--- src/rtl/core/snsg_pkg.sv ---
// Package for the scale note slot generator.
// Holds hash constants, register indexes, scale tables and the small
// arithmetic helpers used by the pipeline.
`default_nettype none

package snsg_pkg;

   localparam logic [31:0] GATE_MUL   = 32'd2246822519;
   localparam logic [31:0] GATE_SEED  = 32'd374761393;
   localparam logic [31:0] PITCH_MUL  = 32'd2654435761;
   localparam logic [31:0] PITCH_SEED = 32'd97;
   localparam logic [15:0] VEL_BASE   = 16'd45875;

   localparam int unsigned CSR_IDX_W = 3;
   localparam int unsigned CSR_DAT_W = 32;

   localparam logic [CSR_IDX_W-1:0] REG_KEY_ROOT  = 3'd0;
   localparam logic [CSR_IDX_W-1:0] REG_SCALE     = 3'd1;
   localparam logic [CSR_IDX_W-1:0] REG_OCTAVE    = 3'd2;
   localparam logic [CSR_IDX_W-1:0] REG_SUBDIV    = 3'd3;
   localparam logic [CSR_IDX_W-1:0] REG_DENSITY   = 3'd4;
   localparam logic [CSR_IDX_W-1:0] REG_SEED      = 3'd5;

   localparam logic [3:0]  RST_KEY_ROOT = 4'd0;
   localparam logic [1:0]  RST_SCALE    = 2'd0;
   localparam logic [3:0]  RST_OCTAVE   = 4'd4;
   localparam logic [1:0]  RST_SUBDIV   = 2'd1;
   localparam logic [31:0] RST_DENSITY  = 32'd3435973836;
   localparam logic [9:0]  RST_SEED     = 10'd7;

   // one xorshift32 step
   function automatic logic [31:0] xs32(input logic [31:0] x);
      logic [31:0] a;
      logic [31:0] b;
      a = x ^ (x << 13);
      b = a ^ (a >> 17);
      return b ^ (b << 5);
   endfunction

   function automatic logic [2:0] mod6(input logic [31:0] x);
      logic [5:0] s;
      logic [3:0] f1;
      logic [2:0] f2;
      logic [1:0] m3;
      s = '0;
      for (int i = 0; i < 16; i++) begin
         s = s + 6'(x[2*i +: 2]);
      end
      f1 = 4'(s[5:4]) + 4'(s[3:2]) + 4'(s[1:0]);
      f2 = 3'(f1[3:2]) + 3'(f1[1:0]);
      m3 = (f2 >= 3'd3) ? 2'(f2 - 3'd3) : f2[1:0];
      return (m3[0] == x[0]) ? 3'(m3) : 3'(m3) + 3'd3;
   endfunction

   function automatic logic [2:0] mod7(input logic [31:0] x);
      logic [6:0] s;
      logic [3:0] f1;
      logic [3:0] f2;
      s = 7'(x[31:30]);
      for (int i = 0; i < 10; i++) begin
         s = s + 7'(x[3*i +: 3]);
      end
      f1 = 4'(s[6]) + 4'(s[5:3]) + 4'(s[2:0]);
      f2 = 4'(f1[3]) + 4'(f1[2:0]);
      return (f2 >= 4'd7) ? 3'(f2 - 4'd7) : f2[2:0];
   endfunction

   function automatic logic [2:0] mod5(input logic [31:0] x);
      logic [6:0] s;
      logic [4:0] f1;
      logic [4:0] f2;
      logic [3:0] f3;
      s = '0;
      for (int i = 0; i < 8; i++) begin
         s = s + 7'(x[4*i +: 4]);
      end
      f1 = 5'(s[6:4]) + 5'(s[3:0]);
      f2 = 5'(f1[4]) + 5'(f1[3:0]);
      f3 = 4'(5'(f2[4]) + 5'(f2[3:0]));
      if (f3 >= 4'd10) begin
         f3 = f3 - 4'd10;
      end
      if (f3 >= 4'd5) begin
         f3 = f3 - 4'd5;
      end
      return f3[2:0];
   endfunction

   function automatic logic [2:0] strong_deg(input logic [2:0] i);
      case (i)
         3'd0: return 3'd0;
         3'd1: return 3'd2;
         3'd2: return 3'd4;
         3'd3: return 3'd0;
         3'd4: return 3'd4;
         3'd5: return 3'd2;
         default: return 3'd0;
      endcase
   endfunction

   function automatic logic [2:0] weak_deg(input logic [2:0] i);
      case (i)
         3'd0: return 3'd1;
         3'd1: return 3'd3;
         3'd2: return 3'd5;
         3'd3: return 3'd6;
         3'd4: return 3'd0;
         3'd5: return 3'd2;
         3'd6: return 3'd4;
         default: return 3'd0;
      endcase
   endfunction

   function automatic logic [3:0] scale_iv(input logic [1:0] mode, input logic [2:0] deg);
      case (deg)
         3'd0: return 4'd0;
         3'd1: return 4'd2;
         3'd2: return (mode == 2'd0 || mode == 2'd3) ? 4'd4 : 4'd3;
         3'd3: return 4'd5;
         3'd4: return 4'd7;
         3'd5: return (mode == 2'd1) ? 4'd8 : 4'd9;
         3'd6: return (mode == 2'd0) ? 4'd11 : 4'd10;
         default: return 4'd0;
      endcase
   endfunction

endpackage

`default_nettype wire

--- src/rtl/core/scale_note_slot_generator.sv ---
// Scale note slot generator, top level.
// Four-stage pipeline from slot index to fire, pitch and velocity; uses snsg_pkg.
//
// One slot per clock enters while the result side keeps up; a result passes
// through the stages slot multiply, hash and first xorshift, second
// xorshift with digit-sum residues, and note sum with clamp into the output
// register. Each stage holds its own valid bit, so bubbles are squeezed out
// while the result side stalls.
`default_nettype none

module scale_note_slot_generator
   import snsg_pkg::*;
(
   input  wire logic                 clock,
   input  wire logic                 reset,
   input  wire logic                 req_tvalid,
   output logic                      req_tready,
   input  wire logic [31:0]          req_tdata,   // [31:0] slot_index
   output logic                      rsp_tvalid,
   input  wire logic                 rsp_tready,
   output logic [23:0]               rsp_tdata,   // [6:0] pitch, [22:7] velocity, [23] zero
   output logic                      rsp_tuser,   // [0] fire
   input  wire logic                 csr_we,
   input  wire logic [CSR_IDX_W-1:0] csr_index,
   input  wire logic [CSR_DAT_W-1:0] csr_wdata
);

   logic [3:0]  key_root_ff;
   logic [1:0]  scale_mode_ff;
   logic [3:0]  base_octave_ff;
   logic [1:0]  subdiv_log2_ff;
   logic [31:0] density_ff;
   logic [31:0] seed_gate_ff;
   logic [16:0] seed_pitch_ff;
   logic [31:0] seed_gate_in;

   always_ff @(posedge clock) begin
      if (reset) begin
         key_root_ff    <= RST_KEY_ROOT;
         scale_mode_ff  <= RST_SCALE;
         base_octave_ff <= RST_OCTAVE;
         subdiv_log2_ff <= RST_SUBDIV;
         density_ff     <= RST_DENSITY;
         seed_gate_ff   <= 32'(42'(RST_SEED) * 42'(GATE_SEED));
         seed_pitch_ff  <= 17'(17'(RST_SEED) * 17'(PITCH_SEED));
      end else if (csr_we) begin
         case (csr_index)
            REG_KEY_ROOT: key_root_ff    <= csr_wdata[3:0];
            REG_SCALE:    scale_mode_ff  <= csr_wdata[1:0];
            REG_OCTAVE:   base_octave_ff <= csr_wdata[3:0];
            REG_SUBDIV:   subdiv_log2_ff <= csr_wdata[1:0];
            REG_DENSITY:  density_ff     <= csr_wdata;
            REG_SEED: begin
               seed_gate_ff  <= seed_gate_in;
               seed_pitch_ff <= 17'(17'(csr_wdata[9:0]) * 17'(PITCH_SEED));
            end
            default: ;
         endcase
      end
   end

   assign seed_gate_in = 32'(csr_wdata[9:0]) * GATE_SEED;

   logic s1_v_ff, s2_v_ff, s3_v_ff, s4_v_ff;
   logic rdy1, rdy2, rdy3, rdy4;

   assign rdy4       = !s4_v_ff || rsp_tready;
   assign rdy3       = !s3_v_ff || rdy4;
   assign rdy2       = !s2_v_ff || rdy3;
   assign rdy1       = !s1_v_ff || rdy2;
   assign req_tready = rdy1;

   always_ff @(posedge clock) begin
      if (reset) begin
         s1_v_ff <= 1'b0;
         s2_v_ff <= 1'b0;
         s3_v_ff <= 1'b0;
         s4_v_ff <= 1'b0;
      end else begin
         if (rdy1) s1_v_ff <= req_tvalid;
         if (rdy2) s2_v_ff <= s1_v_ff;
         if (rdy3) s3_v_ff <= s2_v_ff;
         if (rdy4) s4_v_ff <= s3_v_ff;
      end
   end

   // stage 1: slot multiplies and strong-slot test
   logic [31:0] gate_prod, pitch_prod;
   logic [2:0]  sub_mask;
   logic [31:0] s1_gm_ff, s1_pm_ff;
   logic        s1_strong_ff;

   assign gate_prod  = req_tdata * GATE_MUL;
   assign pitch_prod = req_tdata * PITCH_MUL;
   assign sub_mask   = 3'((4'd1 << subdiv_log2_ff) - 4'd1);

   always_ff @(posedge clock) begin
      if (rdy1) begin
         s1_gm_ff     <= gate_prod;
         s1_pm_ff     <= pitch_prod;
         s1_strong_ff <= (req_tdata[2:0] & sub_mask) == 3'd0;
      end
   end

   // stage 2: seed hash, zero fix, first xorshift
   logic [31:0] gate_h, pitch_h;
   logic [31:0] s2_g1_ff, s2_p1_ff;
   logic        s2_strong_ff;

   assign gate_h  = s1_gm_ff + seed_gate_ff + 32'd1;
   assign pitch_h = s1_pm_ff + 32'(seed_pitch_ff) + 32'd1;

   always_ff @(posedge clock) begin
      if (rdy2) begin
         s2_g1_ff     <= xs32((gate_h == 32'd0) ? 32'd1 : gate_h);
         s2_p1_ff     <= xs32((pitch_h == 32'd0) ? 32'd1 : pitch_h);
         s2_strong_ff <= s1_strong_ff;
      end
   end

   // stage 3: gate decision, velocity draw, degree pick
   logic [31:0] vel_draw;
   logic [2:0]  deg_in;
   logic        s3_fire_ff;
   logic [15:0] s3_vel_ff;
   logic [2:0]  s3_deg_ff;
   logic [31:0] s3_p2_ff;

   assign vel_draw = xs32(s2_g1_ff);
   assign deg_in   = s2_strong_ff ? strong_deg(mod6(s2_p1_ff)) : weak_deg(mod7(s2_p1_ff));

   always_ff @(posedge clock) begin
      if (rdy3) begin
         s3_fire_ff <= s2_g1_ff <= density_ff;
         s3_vel_ff  <= VEL_BASE + 16'(vel_draw[31:18]);
         s3_deg_ff  <= deg_in;
         s3_p2_ff   <= xs32(s2_p1_ff);
      end
   end

   // stage 4: octave wobble, note sum, clamp
   logic [2:0]        wob_idx;
   logic signed [4:0] oct_sum;
   logic [3:0]        oct_sat, key_mod;
   logic signed [9:0] note;
   logic [6:0]        pitch_in;
   logic              s4_fire_ff;
   logic [6:0]        s4_pitch_ff;
   logic [15:0]       s4_vel_ff;

   assign wob_idx = mod5(s3_p2_ff);
   assign oct_sat = (base_octave_ff > 4'd9) ? 4'd9 : base_octave_ff;
   assign key_mod = (key_root_ff >= 4'd12) ? key_root_ff - 4'd12 : key_root_ff;

   always_comb begin
      oct_sum = $signed({1'b0, oct_sat});
      if (wob_idx == 3'd3) begin
         oct_sum = oct_sum + 5'sd1;
      end else if (wob_idx == 3'd4) begin
         oct_sum = oct_sum - 5'sd1;
      end
      note = $signed(10'(scale_iv(scale_mode_ff, s3_deg_ff))) + $signed(10'(key_mod))
           + (10'(oct_sum) <<< 3) + (10'(oct_sum) <<< 2);
      if (note < 10'sd0) begin
         pitch_in = 7'd0;
      end else if (note > 10'sd127) begin
         pitch_in = 7'd127;
      end else begin
         pitch_in = note[6:0];
      end
   end

   always_ff @(posedge clock) begin
      if (rdy4) begin
         s4_fire_ff  <= s3_fire_ff;
         s4_pitch_ff <= s3_fire_ff ? pitch_in : 7'd0;
         s4_vel_ff   <= s3_fire_ff ? s3_vel_ff : 16'd0;
      end
   end

   assign rsp_tvalid = s4_v_ff;
   assign rsp_tuser  = s4_fire_ff;
   assign rsp_tdata  = {1'b0, s4_vel_ff, s4_pitch_ff};

   a_silent_zero: assert property (@(posedge clock) disable iff (reset)
      rsp_tvalid && !rsp_tuser |-> rsp_tdata == 24'd0)
      else $error("silent slot carries nonzero pitch or velocity");

   a_vel_floor: assert property (@(posedge clock) disable iff (reset)
      rsp_tvalid && rsp_tuser |-> rsp_tdata[22:7] >= VEL_BASE)
      else $error("fired note velocity below floor");

   a_stage3_hold: assert property (@(posedge clock) disable iff (reset)
      s3_v_ff && !rdy4 |=> s3_v_ff && $stable(s3_deg_ff) && $stable(s3_p2_ff))
      else $error("stage 3 lost its transaction during a stall");

   a_reset_empty: assert property (@(posedge clock)
      reset |=> !rsp_tvalid)
      else $error("result valid right after reset");

endmodule

`default_nettype wire

--- config.mk ---
export PLATFORM = sky130hd
export DESIGN_NAME = scale_note_slot_generator
export DESIGN_NICKNAME = d
export VERILOG_FILES = /design/src/rtl/core/snsg_pkg.sv /design/src/rtl/core/scale_note_slot_generator.sv
export SDC_FILE = /design/constraint.sdc
export NUM_CORES = 2
export LEC_CHECK = 0
export BUFFER_PORTS_ARGS = -buffer_cell sky130_fd_sc_hd__clkbuf_2
export CAP_MARGIN = 30
export CORE_UTILIZATION = 35
export DETAILED_ROUTE_END_ITERATION = 7
export SYNTH_ARGS = -nofsm -noshare
export SYNTH_HDL_FRONTEND = slang
export SYNTH_SLANG_ARGS = --single-unit
export TNS_END_PERCENT = 10
--- constraint.sdc ---
create_clock -name clock -period 14 [get_ports clock]
set_input_delay 4.2 -clock clock [delete_from_list [all_inputs] [get_ports clock]]
set_output_delay 4.2 -clock clock [all_outputs]
set_load 0.005 [all_outputs]
==> flow_summary_export.csv <==
group,metric,value,unit
floorplanning,die-area,120000,um2
global_routing,grt_pass1_wl,168000,um
clock_tree,clkSinkCount,297,
timing,period_share,74.9,%
clock_tree,cts_buffers,35,
yosys,yosysTopAreaCell,"fa_1",
floorplanning,die_y,346,um
floorplanning,num_rows,125,
yosys,syn_inst,4084,
routing,drc,0,
min_path,holdCritStartpoint,"s1_strong_ff",
floorplanning,die_w,346,um
yosys,netlist_top_cells_area,"fa_1 28%, ha_1 18%, edfxtp_1 15%",
global_routing,grt_max_degree,66,
yosys,yosys_most_used_dff,"edfxtp_1",
floorplanning,core_area,117000,um2
timing,finalSetupTns,0,ps
clock_tree,cts_tree,"built",
clock_tree,cts_setup_buffers,0,
routing,dr.pass1.iters,7,
global_routing,track_usage,18.1,%
timing,slew_violations,0,
yosys,yosysMostFrequentCell,"inv_1",
timing,finalCriticalPeriod,10480,ps
setup_path,rr_startpoint,"s3_p2_ff[2]",
timing,fin_skew,15.8,ps
timing,hold_viol,0,
clock_tree,clk_latency,550,ps
routing,vias,27800,
floorplanning,io_pins,99,
global_routing,overflow,0,
timing,worst_pin_slew,1060,ps
run,cap_violations,0,
routing,antenna_left,0,
yosys,syn-mean-instance-area,10.2,um2
yosys,synth_edf_count,204,
yosys,synth_area,41500,um2
clock_tree,htreeDepth,2,
clock_tree,cts_resized,0,
setup_path,startpoint_type,"primary input",
placed_design,port_buffers,97,
timing,fmax,0.0954,GHz
final_layout,layout.nets,5436,
placed_design,place_ws,2970,ps
final_layout,antenna_cells,0,
setup_path,slowest_delay,610,ps
routing,wire_per_inst,18.7,um
setup_path,cpMostUsedCell,"fa_1",
setup_path,cp_max_fo,13,
setup_path,cp_top_family,"adder cells",
routing,first_iter_violations,1611,
setup_path,worst_ep_required_time,14290,ps
yosys,syn-num-nets,5332,
yosys,async_reset_ff_share,0,%
timing,relSlewSlack,29.3,%
setup_path,critical_path.cell_chain,"clkbuf_2 -> fa_1 -> fa_1 -> fa_1 -> fa_1 -> inv_1 -> fa_1 -> inv_1 -> ha_1 -> inv_1 -> fa_1 -> inv_1 -> fa_1 -> ha_1 -> nand2_1 -> nor2_1 -> a221o_1 -> o31ai_1 -> a21o_1 -> o21ai_0 -> a211oi_1 -> a21oi_1 -> xor2_1",
clock_tree,cts-root-buf,"clkbuf_16",
setup_path,cp_slowest_cell,"fa_1",
clock_tree,clock_path_buffers,3,
setup_path,worstSetupEndpointType,"flip-flop",
global_routing,grt_pass1_vias,29200,
clock_tree,clk_pin_slew,60,ps
global_routing,antenna_found_initial,3,
final_layout,syn_to_final_growth,8.53,%
setup_path,critical_path_class,"in -> reg",
min_path,hold_class,"reg -> reg",
yosys,ys_types,79,
placed_design,dp_hpwl,93600,um
setup_path,worstPathArrival,10770,ps
yosys,netlist_top_cells_count,"973 x inv_1, 590 x fa_1, 586 x ha_1",
final_layout,layout-drive-gt1-share,4.84,%
timing,setup_viol,0,
floorplanning,start_util,35.5,%
yosys,yosysWarningCount,0,
setup_path,critPathBufInv,5,
outcome,outcome,"finished clean",
routing,vias_per_cell,4.85,
placed_design,place_congestion,0.945,
timing,grt_setup_unrepaired,"no",
yosys,ys_seq_area_share,19.3,%
yosys,synth_seq_cells,297,
yosys,synth_top_area_share,28.5,%
timing,fin_ws,3520,ps
setup_path,cp-startpoint,"req_tdata[4]",
clock_tree,cts_hold_buf,0,
routing,drt-total-wl,107000,um
worst reg2reg max path, delay by kind of cell, from the launching register on:
family                     cells  cell delay, ps
and+or+nand+nor                9            1600
AOI/OAI and AO/OA             10            1950
muxes                          1             250
DFF                            1             330
xor gates and xnor gates       3             710
buffers and inverters          3             260
adders and majority gates     14            4840
per-stage QoR:
stage,std cells,util [%],hold slack [ps],area (um2)
finish,5738,38.5,423,45000
global route,5738,38.5,440,45000
CTS,5737,38.5,425,45000
detailed placement,5674,37.5,412,43800
global placement,5673,37.5,401,43800
floorplan,4084,-,400,41500
final cells by class:
class | instances | area (um2)
Fill cell | 11500 | 71800
Multi-Input combinational cell | 2771 | 29700
Sequential cell | 297 | 7990
Inverter | 974 | 3660
Tap cell | 1524 | 1910
Clock buffer | 43 | 947
Timing Repair Buffer | 109 | 608
Clock inverter | 20 | 221
state kept, by name, summed over array words and instances, names as in the netlist, 13 cells and up:
| name | cells |
|---|---|
| s2_g1_ff | 32 |
| s3_p2_ff | 32 |
| seed_pitch_ff | 13 |
| s1_pm_ff | 31 |
| s1_gm_ff | 32 |
| seed_gate_ff | 32 |
| s3_vel_ff | 15 |
| s4_vel_ff | 16 |
| s2_p1_ff | 32 |
| density_ff | 32 |
final timing paths:
check	depth (start not counted)	to	slack (ps)
max	23	s1_pm_ff[30]	3520
min	0	s2_strong_ff	420
min reg2reg	0	s2_strong_ff	420
max reg2reg	40	s4_pitch_ff[2]	3910
cells by family (layout without fill, tap and decap cells):
kind of cell,count (synthesis),after routing,synth area share [%]
fa+ha+maj,1176,1176,46.1
xor+xnor,457,457,9.73
buf+inv,1016,1146,9.20
simple gates,601,601,7.10
other cells,1,1,0.00904
compound gates,519,519,8.16
mux,17,17,0.413
flops,297,297,19.3
per-layer routing:
layer | GRT usage, % | share of wire, % | vias to the layer above
li1 | - | - | 13300
met1 | 24.9 | 46 | 13700
met2 | 30.3 | 47 | 611
met3 | 2.21 | 4.5 | 141
met4 | 4.06 | 2.2 | 6
met5 | 0 | 0.038 | -
layout by cell type (no fill, tap or decap), types with 7 or more instances in the layout:
cell | Yosys | final
nor2_1 | 124 | 124
nor4_1 | 15 | 15
buf_4 | 1 | 10
ha_1 | 586 | 586
nand4_1 | 21 | 21
dfxtp_1 | 93 | 93
clkbuf_16 | 0 | 36
nor3_1 | 40 | 39
o211ai_1 | 35 | 35
a311oi_1 | 7 | 7
or2_2 | 12 | 12
and3_1 | 16 | 16
nand2b_1 | 23 | 23
nor2b_1 | 35 | 35
a21o_1 | 65 | 65
o21bai_1 | 20 | 20
o31ai_1 | 12 | 12
nor3b_1 | 7 | 7
a31oi_1 | 10 | 10
mux2i_1 | 16 | 16
nand3_1 | 39 | 39
fa_1 | 590 | 590
xor2_1 | 131 | 131
inv_1 | 973 | 972
a221oi_1 | 7 | 7
and4_1 | 8 | 8
xnor2_1 | 324 | 324
o21a_1 | 27 | 27
clkbuf_2 | 0 | 97
nand2_1 | 196 | 193
a211oi_1 | 25 | 25
edfxtp_1 | 204 | 204
or3_1 | 17 | 17
o21ai_0 | 76 | 76
and2_1 | 23 | 23
a21oi_1 | 178 | 178
Power is left out: the tool's default activity adds up to more than one toggle a clock period on the data nets, which glitch-free logic cannot reach.
